File: src/rtl/core/ppm_sd_pkg.sv
// Shared types, codes and reset values for the PPM-sum channel decoder.
package ppm_sd_pkg;

  localparam int DEF_CHANNELS = 8;

  localparam logic [15:0] DEF_SYNC_THRESHOLD = 16'd8000;
  localparam logic [15:0] DEF_TIMER_RELOAD   = 16'd60000;
  localparam logic [3:0]  DEF_MIN_CHANNELS   = 4'd4;
  localparam logic [14:0] DEF_PULSE_MIN      = 15'd900;
  localparam logic [14:0] DEF_PULSE_MAX      = 15'd2100;
  localparam logic [6:0]  DEF_TIMEOUT_MS     = 7'd50;
  localparam logic [6:0]  ELAPSED_MAX        = 7'd127;

  localparam int IN_DATA_W  = 40;
  localparam int OUT_DATA_W = 24;
  localparam int CFG_IDX_W  = 3;
  localparam int CFG_DATA_W = 16;

  typedef enum logic [CFG_IDX_W-1:0] {
    REG_SYNC_THRESHOLD = 3'd0,
    REG_TIMER_RELOAD   = 3'd1,
    REG_MIN_CHANNELS   = 3'd2,
    REG_PULSE_MIN      = 3'd3,
    REG_PULSE_MAX      = 3'd4,
    REG_TIMEOUT_MS     = 3'd5
  } cfg_reg_t;

  typedef enum logic [1:0] {
    ACT_CAPTURE  = 2'd0,
    ACT_TICK     = 2'd1,
    ACT_READ     = 2'd2,
    ACT_OVERRIDE = 2'd3
  } act_t;

  typedef enum logic [2:0] {
    CMD_CAPTURE = 3'd0,
    CMD_EDGE    = 3'd1,
    CMD_TICK    = 3'd2,
    CMD_READ    = 3'd3,
    CMD_OVR     = 3'd4,
    CMD_NOP     = 3'd5
  } cmd_t;

  typedef enum logic [1:0] {
    ST_RUN   = 2'b01,
    ST_CLEAR = 2'b10
  } bk_state_t;

  typedef struct packed {
    cmd_t        cmd;
    logic [15:0] count;
    logic [3:0]  ch;
    logic [11:0] ovr;
  } q_entry_t;

  typedef struct packed {
    logic clearing;
    logic pop;
  } bk_stat_t;

endpackage

File: src/rtl/core/ppm_sd_front.sv
// Front end: classify input words and hold them in a two-entry queue.
module ppm_sd_front import ppm_sd_pkg::*; #(
  parameter int CHANNELS = DEF_CHANNELS
) (
  input  logic                 clk,
  input  logic                 rst_n,
  input  logic                 in_tvalid,
  output logic                 in_tready,
  // capture_count[15:0], overcapture[16], channel[20:17], override_value[33:21]
  input  logic [IN_DATA_W-1:0] in_tdata,
  // action[1:0]
  input  logic [1:0]           in_tuser,
  output logic                 q_valid,
  output q_entry_t             q_entry,
  input  logic                 q_pop
);

  q_entry_t    mem_r [2];
  logic        wr_ptr_r;
  logic        rd_ptr_r;
  logic [1:0]  cnt_r;
  logic [1:0]  cnt_nxt;
  logic        push;
  logic        ch_ok;
  logic [12:0] ov;
  q_entry_t    cls;

  assign ov    = in_tdata[33:21];
  assign ch_ok = {1'b0, in_tdata[20:17]} < 5'(CHANNELS);

  always_comb begin
    cls.count = in_tdata[15:0];
    cls.ch    = in_tdata[20:17];
    cls.ovr   = ov[11:0];
    unique case (act_t'(in_tuser))
      ACT_CAPTURE:  cls.cmd = in_tdata[16] ? CMD_EDGE : CMD_CAPTURE;
      ACT_TICK:     cls.cmd = CMD_TICK;
      ACT_READ:     cls.cmd = ch_ok ? CMD_READ : CMD_NOP;
      ACT_OVERRIDE: cls.cmd = (!ov[12] && ch_ok) ? CMD_OVR : CMD_NOP;
      default:      cls.cmd = CMD_NOP;
    endcase
  end

  assign in_tready = (cnt_r != 2'd2);
  assign push      = in_tvalid && in_tready;
  assign q_valid   = (cnt_r != 2'd0);
  assign q_entry   = mem_r[rd_ptr_r];

  always_comb begin
    cnt_nxt = cnt_r;
    if (push && !q_pop) begin
      cnt_nxt = cnt_r + 2'd1;
    end else if (!push && q_pop) begin
      cnt_nxt = cnt_r - 2'd1;
    end
  end

  always_ff @(posedge clk) begin
    if (push) begin
      mem_r[wr_ptr_r] <= cls;
    end
  end

  always_ff @(posedge clk) begin
    if (!rst_n) begin
      wr_ptr_r <= 1'b0;
      rd_ptr_r <= 1'b0;
      cnt_r    <= 2'd0;
    end else begin
      if (push) begin
        wr_ptr_r <= ~wr_ptr_r;
      end
      if (q_pop) begin
        rd_ptr_r <= ~rd_ptr_r;
      end
      cnt_r <= cnt_nxt;
    end
  end

endmodule

File: src/rtl/core/ppm_sd_back.sv
// Back end: channel state, frame handling, reads, overrides and the output register.
module ppm_sd_back import ppm_sd_pkg::*; #(
  parameter int CHANNELS = DEF_CHANNELS
) (
  input  logic                  clk,
  input  logic                  rst_n,
  input  logic                  cfg_we,
  input  logic [CFG_IDX_W-1:0]  cfg_index,
  input  logic [CFG_DATA_W-1:0] cfg_wdata,
  input  logic                  q_valid,
  input  q_entry_t              q_entry,
  output bk_stat_t              stat,
  output logic                  out_tvalid,
  input  logic                  out_tready,
  output logic [OUT_DATA_W-1:0] out_tdata
);

  localparam int CH_W  = (CHANNELS > 1) ? $clog2(CHANNELS) : 1;
  localparam int CNT_W = $clog2(CHANNELS + 1);

  logic [15:0] sync_r;
  logic [15:0] reload_r;
  logic [3:0]  min_r;
  logic [14:0] pmin_r;
  logic [14:0] pmax_r;
  logic [6:0]  timeout_r;

  logic [15:0] widths_r [CHANNELS];
  logic [11:0] ovr_r    [CHANNELS];

  logic [15:0]     prev_r,    prev_nxt;
  logic [CNT_W-1:0] cnt_r,    cnt_nxt;
  logic [CNT_W-1:0] valid_r,  valid_nxt;
  logic [CNT_W-1:0] clr_r,    clr_nxt;
  logic [6:0]      elapsed_r, elapsed_nxt;
  bk_state_t       state_r,   state_nxt;
  logic            out_valid_r, out_valid_nxt;
  logic [OUT_DATA_W-1:0] out_data_r, out_data_nxt;

  logic            pop;
  logic [CH_W-1:0] ch_idx;
  logic [15:0]     diff;
  logic [15:0]     width;
  logic            is_sync;
  logic            cnt_ge_min;
  logic            cnt_full;
  logic [CNT_W-1:0] cnt_inc;
  logic [CNT_W-1:0] clr_inc;
  logic [7:0]      elapsed_inc;
  logic [14:0]     half;
  logic [14:0]     p_hi;
  logic [14:0]     p_lo;
  logic [14:0]     rd_val;
  logic [14:0]     rv;
  logic            acc;
  logic            w_en;
  logic [CH_W-1:0] w_idx;
  logic [15:0]     w_data;
  logic            o_en;
  logic [4:0]      vc5;

  assign pop    = (state_r == ST_RUN) && q_valid && (!out_valid_r || out_tready);
  assign ch_idx = q_entry.ch[CH_W-1:0];

  assign diff       = q_entry.count - prev_r;
  assign width      = (q_entry.count < prev_r) ? (diff + reload_r) : diff;
  assign is_sync    = width > sync_r;
  assign cnt_ge_min = 32'(cnt_r) >= 32'(min_r);
  assign cnt_full   = (cnt_r == CNT_W'(CHANNELS));
  assign cnt_inc    = cnt_r + CNT_W'(1);
  assign clr_inc    = clr_r + CNT_W'(1);
  assign elapsed_inc = {1'b0, elapsed_r} + 8'd1;

  assign half   = widths_r[ch_idx][15:1];
  assign p_hi   = (half > pmax_r) ? pmax_r : half;
  assign p_lo   = (p_hi < pmin_r) ? pmin_r : p_hi;
  assign rd_val = (ovr_r[ch_idx] != 12'd0) ? {3'd0, ovr_r[ch_idx]} : p_lo;

  always_comb begin
    prev_nxt    = prev_r;
    cnt_nxt     = cnt_r;
    valid_nxt   = valid_r;
    clr_nxt     = clr_r;
    elapsed_nxt = elapsed_r;
    state_nxt   = state_r;
    rv          = '0;
    acc         = 1'b0;
    w_en        = 1'b0;
    w_idx       = cnt_r[CH_W-1:0];
    w_data      = width;
    o_en        = 1'b0;
    unique case (state_r)
      ST_RUN: begin
        if (pop) begin
          case (q_entry.cmd)
            CMD_CAPTURE: begin
              elapsed_nxt = '0;
              prev_nxt    = q_entry.count;
              if (is_sync) begin
                if (cnt_ge_min) begin
                  valid_nxt = cnt_r;
                  if (!cnt_full) begin
                    state_nxt = ST_CLEAR;
                    clr_nxt   = cnt_r;
                  end
                end
                cnt_nxt = '0;
              end else if (!cnt_full) begin
                w_en    = 1'b1;
                cnt_nxt = cnt_inc;
                if (cnt_inc == CNT_W'(CHANNELS)) begin
                  valid_nxt = CNT_W'(CHANNELS);
                end
              end
            end
            CMD_EDGE: elapsed_nxt = '0;
            CMD_TICK: begin
              if (elapsed_inc > {1'b0, timeout_r}) begin
                valid_nxt = '0;
              end
              elapsed_nxt = elapsed_inc[7] ? ELAPSED_MAX : elapsed_inc[6:0];
            end
            CMD_READ: rv = rd_val;
            CMD_OVR: begin
              o_en = 1'b1;
              if (q_entry.ovr != 12'd0) begin
                valid_nxt = CNT_W'(1);
                acc       = 1'b1;
              end
            end
            default: ;
          endcase
        end
      end
      ST_CLEAR: begin
        w_en    = 1'b1;
        w_idx   = clr_r[CH_W-1:0];
        w_data  = '0;
        clr_nxt = clr_inc;
        if (clr_inc == CNT_W'(CHANNELS)) begin
          state_nxt = ST_RUN;
        end
      end
      default: state_nxt = ST_RUN;
    endcase
  end

  assign vc5 = 5'(valid_nxt);

  always_comb begin
    out_valid_nxt = out_valid_r;
    out_data_nxt  = out_data_r;
    if (pop) begin
      out_valid_nxt = 1'b1;
      out_data_nxt  = {3'd0, acc, (valid_nxt != '0), vc5[3:0], rv};
    end else if (out_tready) begin
      out_valid_nxt = 1'b0;
    end
  end

  always_ff @(posedge clk) begin
    out_data_r <= out_data_nxt;
  end

  always_ff @(posedge clk) begin
    if (!rst_n) begin
      sync_r      <= DEF_SYNC_THRESHOLD;
      reload_r    <= DEF_TIMER_RELOAD;
      min_r       <= DEF_MIN_CHANNELS;
      pmin_r      <= DEF_PULSE_MIN;
      pmax_r      <= DEF_PULSE_MAX;
      timeout_r   <= DEF_TIMEOUT_MS;
      prev_r      <= '0;
      cnt_r       <= '0;
      valid_r     <= '0;
      clr_r       <= '0;
      elapsed_r   <= '0;
      state_r     <= ST_RUN;
      out_valid_r <= 1'b0;
      for (int i = 0; i < CHANNELS; i++) begin
        widths_r[i] <= '0;
        ovr_r[i]    <= '0;
      end
    end else begin
      if (cfg_we) begin
        case (cfg_index)
          REG_SYNC_THRESHOLD: sync_r    <= cfg_wdata;
          REG_TIMER_RELOAD:   reload_r  <= cfg_wdata;
          REG_MIN_CHANNELS:   min_r     <= cfg_wdata[3:0];
          REG_PULSE_MIN:      pmin_r    <= cfg_wdata[14:0];
          REG_PULSE_MAX:      pmax_r    <= cfg_wdata[14:0];
          REG_TIMEOUT_MS:     timeout_r <= cfg_wdata[6:0];
          default: ;
        endcase
      end
      prev_r      <= prev_nxt;
      cnt_r       <= cnt_nxt;
      valid_r     <= valid_nxt;
      clr_r       <= clr_nxt;
      elapsed_r   <= elapsed_nxt;
      state_r     <= state_nxt;
      out_valid_r <= out_valid_nxt;
      if (w_en) begin
        widths_r[w_idx] <= w_data;
      end
      if (o_en) begin
        ovr_r[ch_idx] <= q_entry.ovr;
      end
    end
  end

  assign stat.clearing = (state_r == ST_CLEAR);
  assign stat.pop      = pop;
  assign out_tvalid    = out_valid_r;
  assign out_tdata     = out_data_r;

endmodule

File: src/rtl/core/ppm_sum_channel_decoder_top.sv
// PPM-sum channel decoder top level: front queue, back end and checks.
//
// Input channel in_*: one word per event (capture edge, millisecond tick,
// channel read or override write), kind in in_tuser. Output channel out_*:
// exactly one word per input word, in order, with the read width, the
// published channel count and the override-accepted flag.
// cfg_*: register writes take effect at the clock edge with cfg_we high.
// An accepted word passes through the queue and then the output register
// before out_tvalid. Throughput is one word per cycle when nothing stalls,
// set by the single back-end execute stage. A sync capture that publishes a
// frame short of CHANNELS slots stalls the back end while it zeroes the unused
// slots; the two-word queue keeps accepting input until it is full.
// Synchronous reset (rst_n low) loads the register defaults, zeroes all
// channel widths, overrides and counters and empties queue and output.
// When the receiver holds out_tready low, out_tvalid and out_tdata hold,
// the back end stops and in_tready drops once the queue is full.
module ppm_sum_channel_decoder_top import ppm_sd_pkg::*; #(
  parameter int CHANNELS = DEF_CHANNELS
) (
  input  logic                  clk,
  input  logic                  rst_n,
  input  logic                  in_tvalid,
  output logic                  in_tready,
  // capture_count[15:0], overcapture[16], channel[20:17], override_value[33:21]
  input  logic [IN_DATA_W-1:0]  in_tdata,
  // action[1:0]
  input  logic [1:0]            in_tuser,
  output logic                  out_tvalid,
  input  logic                  out_tready,
  // read_value[14:0], valid_count[18:15], link_up[19], override_accepted[20]
  output logic [OUT_DATA_W-1:0] out_tdata,
  input  logic                  cfg_we,
  input  logic [CFG_IDX_W-1:0]  cfg_index,
  input  logic [CFG_DATA_W-1:0] cfg_wdata
);

  logic     q_valid;
  q_entry_t q_entry;
  bk_stat_t stat;

  ppm_sd_front #(.CHANNELS(CHANNELS)) u_front (
    .clk       (clk),
    .rst_n     (rst_n),
    .in_tvalid (in_tvalid),
    .in_tready (in_tready),
    .in_tdata  (in_tdata),
    .in_tuser  (in_tuser),
    .q_valid   (q_valid),
    .q_entry   (q_entry),
    .q_pop     (stat.pop)
  );

  ppm_sd_back #(.CHANNELS(CHANNELS)) u_back (
    .clk        (clk),
    .rst_n      (rst_n),
    .cfg_we     (cfg_we),
    .cfg_index  (cfg_index),
    .cfg_wdata  (cfg_wdata),
    .q_valid    (q_valid),
    .q_entry    (q_entry),
    .stat       (stat),
    .out_tvalid (out_tvalid),
    .out_tready (out_tready),
    .out_tdata  (out_tdata)
  );

`ifndef SYNTH
  a_no_pop_while_clearing: assert property (@(posedge clk) disable iff (!rst_n)
    stat.clearing |-> !stat.pop)
    else $error("queue popped during slot clearing");

  a_pop_needs_entry: assert property (@(posedge clk) disable iff (!rst_n)
    stat.pop |-> q_valid)
    else $error("back end popped an empty queue");

  a_override_sets_one: assert property (@(posedge clk) disable iff (!rst_n)
    (out_tvalid && out_tdata[20]) |-> (out_tdata[18:15] == 4'd1) && out_tdata[19])
    else $error("accepted override did not publish one channel");

  a_reset_clears_out: assert property (@(posedge clk)
    !rst_n |=> !out_tvalid)
    else $error("output word valid after reset");
`endif

endmodule
File: config.mk
export PLATFORM = sky130hd
export DESIGN_NAME = ppm_sum_channel_decoder_top
export DESIGN_NICKNAME = d
export VERILOG_FILES = /design/src/rtl/core/ppm_sd_pkg.sv /design/src/rtl/core/ppm_sd_front.sv /design/src/rtl/core/ppm_sd_back.sv /design/src/rtl/core/ppm_sum_channel_decoder_top.sv
export SDC_FILE = /design/constraint.sdc
export NUM_CORES = 1
export LEC_CHECK = 0
export BUFFER_PORTS_ARGS = -buffer_cell sky130_fd_sc_hd__buf_4
export CAP_MARGIN = 20
export CORE_MARGIN = 2
export CORE_UTILIZATION = 55
export DETAILED_ROUTE_END_ITERATION = 12
export GPL_ROUTABILITY_DRIVEN = 0
export MAX_ROUTING_LAYER = met4
export PLACE_DENSITY_LB_ADDON = 0.05
export SLEW_MARGIN = 20
export SYNTH_ARGS = -nofsm -noshare
export SYNTH_HDL_FRONTEND = slang
export SYNTH_HIERARCHICAL = 1
export SYNTH_SLANG_ARGS = --single-unit
File: constraint.sdc
create_clock -name clk -period 21.6 [get_ports clk]
set_input_delay 1.08 -clock clk [delete_from_list [all_inputs] [get_ports clk]]
set_output_delay 1.08 -clock clk [all_outputs]
set_load 0.02 [all_outputs]
==> impl_metrics.csv, run 1 <==
group,metric,value,unit
outcome,status,"complete, no violations",
critical_path,cp-start-kind,"flop",
clocking,clock_latency,0.58,ns
routing,post_drt_wl_per_cell,21.17,um
routing,routed_wl,55120,um
clocking,cts_tree,"yes",
finish,layout-drive-gt1-share,13.19,%
critical_path,reg2reg_to,"u_back/widths_r[7][3]",
floorplanning,boundaryPins,92,
floorplanning,rows,71,
global_route,grt_use_total,28.14,%
clocking,htree_levels,2,
timing,rsz0062_at_grt,"false",
routing,vias,15300,
clocking,clockRootBuffer,"clkbuf_16",
floorplanning,die_y,200.5,um
timing,fmax,118.4,MHz
floorplanning,die_x,200.5,um
finish,fin_nets,2221,
floorplanning,initial_utilization,56.12,%
global_route,grt_pass1_wl,84320,um
global_route,grt_max_degree,70,
finish,area_delta_synth_final,11.88,%
clocking,cts_max_path_buffers,3,
power_and_ir_drop,power.density,130.5,nW/um^2
global_route,antenna_found_initial,0,
run,maxCapViolations,0,
timing,finalCritPeriodShare,39.11,%
clocking,clock_sinks,421,
timing,setup_violations,0,
clocking,cts-hold-fix-buffers,0,
routing,ant_nets,0,
critical_path,cp_slowest_cell,"xnor2_1",
global_route,grt_overflow,0,
synth,synth_area,21240,sq um
hold_path,min_from,"u_back/prev_r[6]",
critical_path,crit_required,22.00,ns
routing,drcViolationCount,0,
floorplanning,die_area,40200,sq um
timing,slew_violations,0,
critical_path,worst-setup-path-type,"reg2reg",
clocking,clkTransAtPathRegs,0.06,ns
timing,finalHoldViolCount,0,
power_and_ir_drop,ir_drop,80.99,uV
routing,dr.first_iter.drc_count,1270,
place,place.port_buffers,82,
timing,tightestPinTransition,1.066,ns
place,dp_hpwl,37290,um
global_route,grt_pass1_vias,14551,
critical_path,r2r_slack,13.15,ns
critical_path,worstPathMaxFanout,34,
routing,via_per_inst,5.878,
critical_path,arrival,8.85,ns
critical_path,critical-path-top-delay-family,"compound AO/OA/AOI/OAI gates",
routing,drtPass1Iterations,5,
synth,synth-warning-count,6,
power_and_ir_drop,p_leak,0.009092,uW
synth,avgSynthCellArea,10.69,sq um
finish,post-route-util,62.79,%
power_and_ir_drop,power.total,3101,uW
timing,fin_worst_skew,0.02032,ns
critical_path,r2r_cells,26,
timing,period_needed,8.447,ns
critical_path,endpoint_kind,"flop",
hold_path,whs_path_depth,2,
synth,syn_inst,1987,
critical_path,cpPeakStageDelay,0.71,ns
hold_path,hold_class,"reg2reg",
finish,antennaDiodeCount,0,
timing,tns,0,ns
timing,max-slew-margin-rel,26.91,%
clocking,cts_setup_buffers,0,
clocking,post_cts_resized,0,
floorplanning,coreArea,37840,sq um
hold_path,holdPathEnd,"u_back/prev_r[6]",
clocking,cts_buffers,45,
critical_path,crit_buf_inv,3,
[worst register-to-register path, delay by kind of cell, from the launching register on]
kind	cells	cell delay [ns]
compound gates	10	2.38
mux	1	0.42
fa+ha+maj	3	1.06
buf+inv	3	0.75
flops	1	0.31
simple gates	7	2.25
xor+xnor	2	1.11
[cell type report]
| class | count | area, sq um |
|---|---|---|
| Clock buffer | 59 | 1230 |
| Tap cell | 511 | 639.4 |
| Multi-Input combinational cell | 1350 | 8912 |
| Sequential cell | 421 | 11480 |
| Fill cell | 3095 | 14080 |
| Timing Repair Buffer | 112 | 840.8 |
| Clock inverter | 22 | 176.4 |
| Inverter | 128 | 480.5 |
[per-layer routing]
metal	wire (um)	part of all wire, %	GRT usage [%]	up-vias
li1	-	-	-	7276
met1	23270	42	37.57	7381
met2	26280	48	44.77	542
met3	4004	7.3	4.237	101
met4	1555	2.8	8.466	0
met5	0	0	-	-
[how the worst max path moves through the flow]
stage,start,cells past startpoint,slack [ns],endpoint
floorplan,flop,27,14.06,u_back/widths_r[0][10]
global placement,flop,26,13.32,u_back/widths_r[0][12]
detailed placement,flop,26,13.30,u_back/widths_r[6][9]
CTS,flop,26,13.27,u_back/widths_r[6][9]
global route,flop,26,12.58,u_back/widths_r[2][14]
finish,flop,26,13.15,u_back/widths_r[7][3]
[sequential cells by signal, summed over array words and instances (netlist names), 7 cells and up, named ones only]
name / cells
u_back/reload_r: 16
u_back/ovr_r: 96
u_back/timeout_r: 7
u_back/elapsed_r: 7
u_back/pmax_r: 15
u_back/prev_r: 16
u_front/mem_r: 68
u_back/widths_r: 120
u_back/sync_r: 16
u_back/pmin_r: 15
u_back/out_tdata: 21
[cells in the final DEF, fill, tap and decap left out, types with 5 or more instances in the layout]
master,instances
mux2_2,60
clkbuf_1,10
mux2i_2,7
nor4_1,8
edfxtp_1,305
nand2b_1,13
o31a_1,6
nand3_1,39
o21a_1,6
mux2i_1,41
buf_4,112
clkinv_1,12
clkinv_2,6
o21ai_0,76
xor2_1,8
ha_1,95
a22oi_1,20
o21ai_1,13
and2_1,107
a21boi_0,20
o2111ai_1,5
and3_1,16
o211ai_1,23
a221o_1,6
mux4_2,18
dfxtp_1,116
a31oi_1,7
clkbuf_16,46
a221oi_1,18
or3_1,7
xnor2_1,21
nor3_1,24
inv_1,126
a21o_1,10
a211oi_1,11
a21oi_1,124
nor2_1,192
nand4_1,13
nor2b_1,25
nand2_1,238
[per-stage QoR]
step	setup WS (ns)	hold slack [ns]	instances	instance area (sq um)
2_1_floorplan	14.06	0.4363	1989	21250
3_3_place_gp	13.32	0.4417	2522	22340
3_5_place_dp	13.30	0.4463	2522	22350
4_1_cts	13.27	0.4546	2603	23750
5_1_grt	12.58	0.4743	2603	23760
6_report	13.15	0.4535	2603	23760
[where the power goes]
part	leakage (uW)	internal (uW)	switching, uW
Combinational	0.00439	488	915
Sequential	0.00401	937	20.0
Clock	0.000686	425	316
Total	0.00909	1850	1250
(Power assumes the default switching activity.)
==> inputs of run 2 (changes only) <==
clock period = 6.98 ns   (was 21.6 ns; I/O delays follow)
==> impl_metrics.csv, run 2 (synthesis results as in run 1) <==
group,metric,value,unit
timing,setup_violations,0,
critical_path,setup.worst_path.end,"u_back/widths_r[7][8]",
critical_path,arrival,6.89,ns
clocking,cts_max_path_buffers,3,
clocking,clkTransAtPathRegs,0.06,ns
critical_path,crit_required,7.27,ns
timing,fin_ws,0.3785,ns
critical_path,worstPathMaxFanout,15,
global_route,grt_max_degree,58,
global_route,antenna_found_initial,0,
global_route,grt_overflow,0,
timing,slew_violations,0,
place,place.port_buffers,82,
critical_path,cp-start-kind,"flop",
critical_path,worst-setup-path-type,"reg2reg",
global_route,grt_use_total,28.56,%
finish,stdcell_count,2693,
floorplanning,die_y,200.5,um
finish,layout-drive-gt1-share,16.45,%
finish,fin_nets,2308,
power_and_ir_drop,swShare,39.32,%
finish,final_area,24790,sq um
timing,finalHoldViolCount,0,
power_and_ir_drop,power_frac_clock,23.4,%
global_route,grt_pass1_wl,86350,um
power_and_ir_drop,p_leak,0.009617,uW
clocking,htree_levels,2,
place,dpl_worst_slack,-0.07479,ns
global_route,grt_use_met3,3.896,%
clocking,clock_sinks,421,
critical_path,r2r_cells,31,
timing,finalCritPeriodShare,94.58,%
global_route,met2_usage,46.49,%
power_and_ir_drop,netSwitchingPower,4010,uW
floorplanning,die_x,200.5,um
critical_path,endpoint_kind,"flop",
power_and_ir_drop,power.share.sequential,29.1,%
finish,final_common_cell,"edfxtp_1",
clocking,cts_tree,"yes",
critical_path,cp_slowest_cell,"or4_1",
routing,via_per_inst,5.773,
global_route,grt_pass1_vias,15316,
outcome,status,"complete, no violations",
routing,drcViolationCount,0,
critical_path,cpPeakStageDelay,0.51,ns
clocking,cts_buffers,45,
finish,top_regs,"u_back/widths_r: 120 flops, u_back/ovr_r: 96 flops, u_front/mem_r: 68 flops",
finish,final_cell_mix,"edfxtp_1 (305), nand2_1 (238), nor2_1 (193), buf_4 (157), inv_1 (126)",
power_and_ir_drop,power.internal,6188,uW
finish,largest_reg_flops,120,
floorplanning,coreArea,37840,sq um
timing,period_needed,6.602,ns
floorplanning,boundaryPins,92,
global_route,top_usage_layer,"met2",
critical_path,reg2reg_to,"u_back/widths_r[7][8]",
power_and_ir_drop,ir_drop,338.8,uV
clocking,clock_latency,0.59,ns
power_and_ir_drop,pwr-share-comb,47.5,%
routing,dr.first_iter.drc_count,1371,
place,post-place-cells,2574,
timing,fin_worst_skew,0.02811,ns
finish,area_delta_synth_final,16.71,%
place,dp_hpwl,38700,um
finish,fillers,3062,
finish,largest_register,"u_back/widths_r",
clocking,clockRootBuffer,"clkbuf_16",
critical_path,r2r_slack,0.38,ns
place,dpl_cell_area,22850,sq um
floorplanning,initial_utilization,56.12,%
timing,fmax,151.5,MHz
timing,max-slew-margin-rel,23.93,%
routing,routed_wl,55840,um
global_route,grt_use_met1,36.81,%
power_and_ir_drop,power.total,10200,uW
routing,post_drt_wl_per_cell,20.74,um
floorplanning,rows,71,
power_and_ir_drop,power.density,411.4,nW/um^2
timing,holdWs,0.06426,ns
run,maxCapViolations,0,
finish,antennaDiodeCount,0,
routing,drtPass1Iterations,6,
hold_path,hold_class,"in2reg",
timing,tightestPinTransition,1.137,ns
routing,vias,15548,
floorplanning,die_area,40200,sq um
routing,ant_nets,0,
## run 2: cell types whose count changed in the layout (fill, tap and decap cells not counted), moves of 4 or more
cell and change:
a21oi_2 +5, buf_4 +45, xnor2_2 +4, o21ai_2 +4, xnor2_1 -4, a21oi_1 -5, dlygate4sd3_1 +31, buf_12 +9
## run 2: worst max-delay path: cells and delay by family, from the launching register on
| family | cells | cell delay, ns |
|---|---|---|
| adders and majority gates | 4 | 0.96 |
| xor gates and xnor gates | 2 | 0.32 |
| DFF | 1 | 0.40 |
| muxes | 1 | 0.36 |
| and+or+nand+nor | 6 | 1.13 |
| buffers and inverters | 7 | 0.94 |
| AOI/OAI and AO/OA | 11 | 2.18 |
## run 2: timing repair
| action | in CTS | in global routing |
|---|---|---|
| setup endpoints to repair | 95 | 258 |
| buffers inserted | 1 | 3 |
| resized for setup | 2 | 23 |
| pin swaps | 1 | 11 |
| hold buffers | 31 | 0 |
| hold endpoints to repair | 62 | 0 |
## run 2: layout make-up
class / count / area, sq um / area share (%)
clock buffer: 60 / 1264 / 5.098
inverter: 128 / 480.5 / 1.938
timing repair buffer: 199 / 1692 / 6.825
sequential: 421 / 11480 / 46.34
tap: 511 / 639.4 / 2.580
clock inverter: 24 / 221.5 / 0.8935
multi-input combinational: 1350 / 9005 / 36.33
## run 2: metrics by stage
stage          utilization, %  TNS (ns)
2_1_floorplan               -    -27.61
3_3_place_gp            60.38         0
3_5_place_dp            60.38    -5.211
4_1_cts                 65.15         0
5_1_grt                 65.50    -1.135
6_report                65.50         0
## run 2: metal layers
metal	routed length [um]	part of all wire [%]
met3	3801	6.8
met5	0	0
met4	2015	3.6
met2	26550	48
met1	23470	42
## run 2: worst min-delay path by stage
stage,cells after the start,slack (ns),end,from
global placement,2,0.44,u_back/prev_r[5],u_back/prev_r[5]
floorplan,2,0.44,u_back/pmax_r[10],u_back/pmax_r[10]
global route,3,0.06,u_back/reload_r[14],cfg_wdata[14]
detailed placement,2,0.45,u_back/prev_r[4],u_back/prev_r[4]
CTS,3,0.04,u_back/reload_r[14],cfg_wdata[14]
finish,3,0.06,u_back/reload_r[15],cfg_wdata[15]
## run 2: power by group through the flow
stage          clock (uW)  combinational (uW)  sequential (uW)
6_report             2380                4840             2970
2_1_floorplan           0                2960             3070
3_5_place_dp            0                4600             3020
3_3_place_gp            0                4490             3020
5_1_grt              2510                5260             2990
4_1_cts              2420                4660             2970
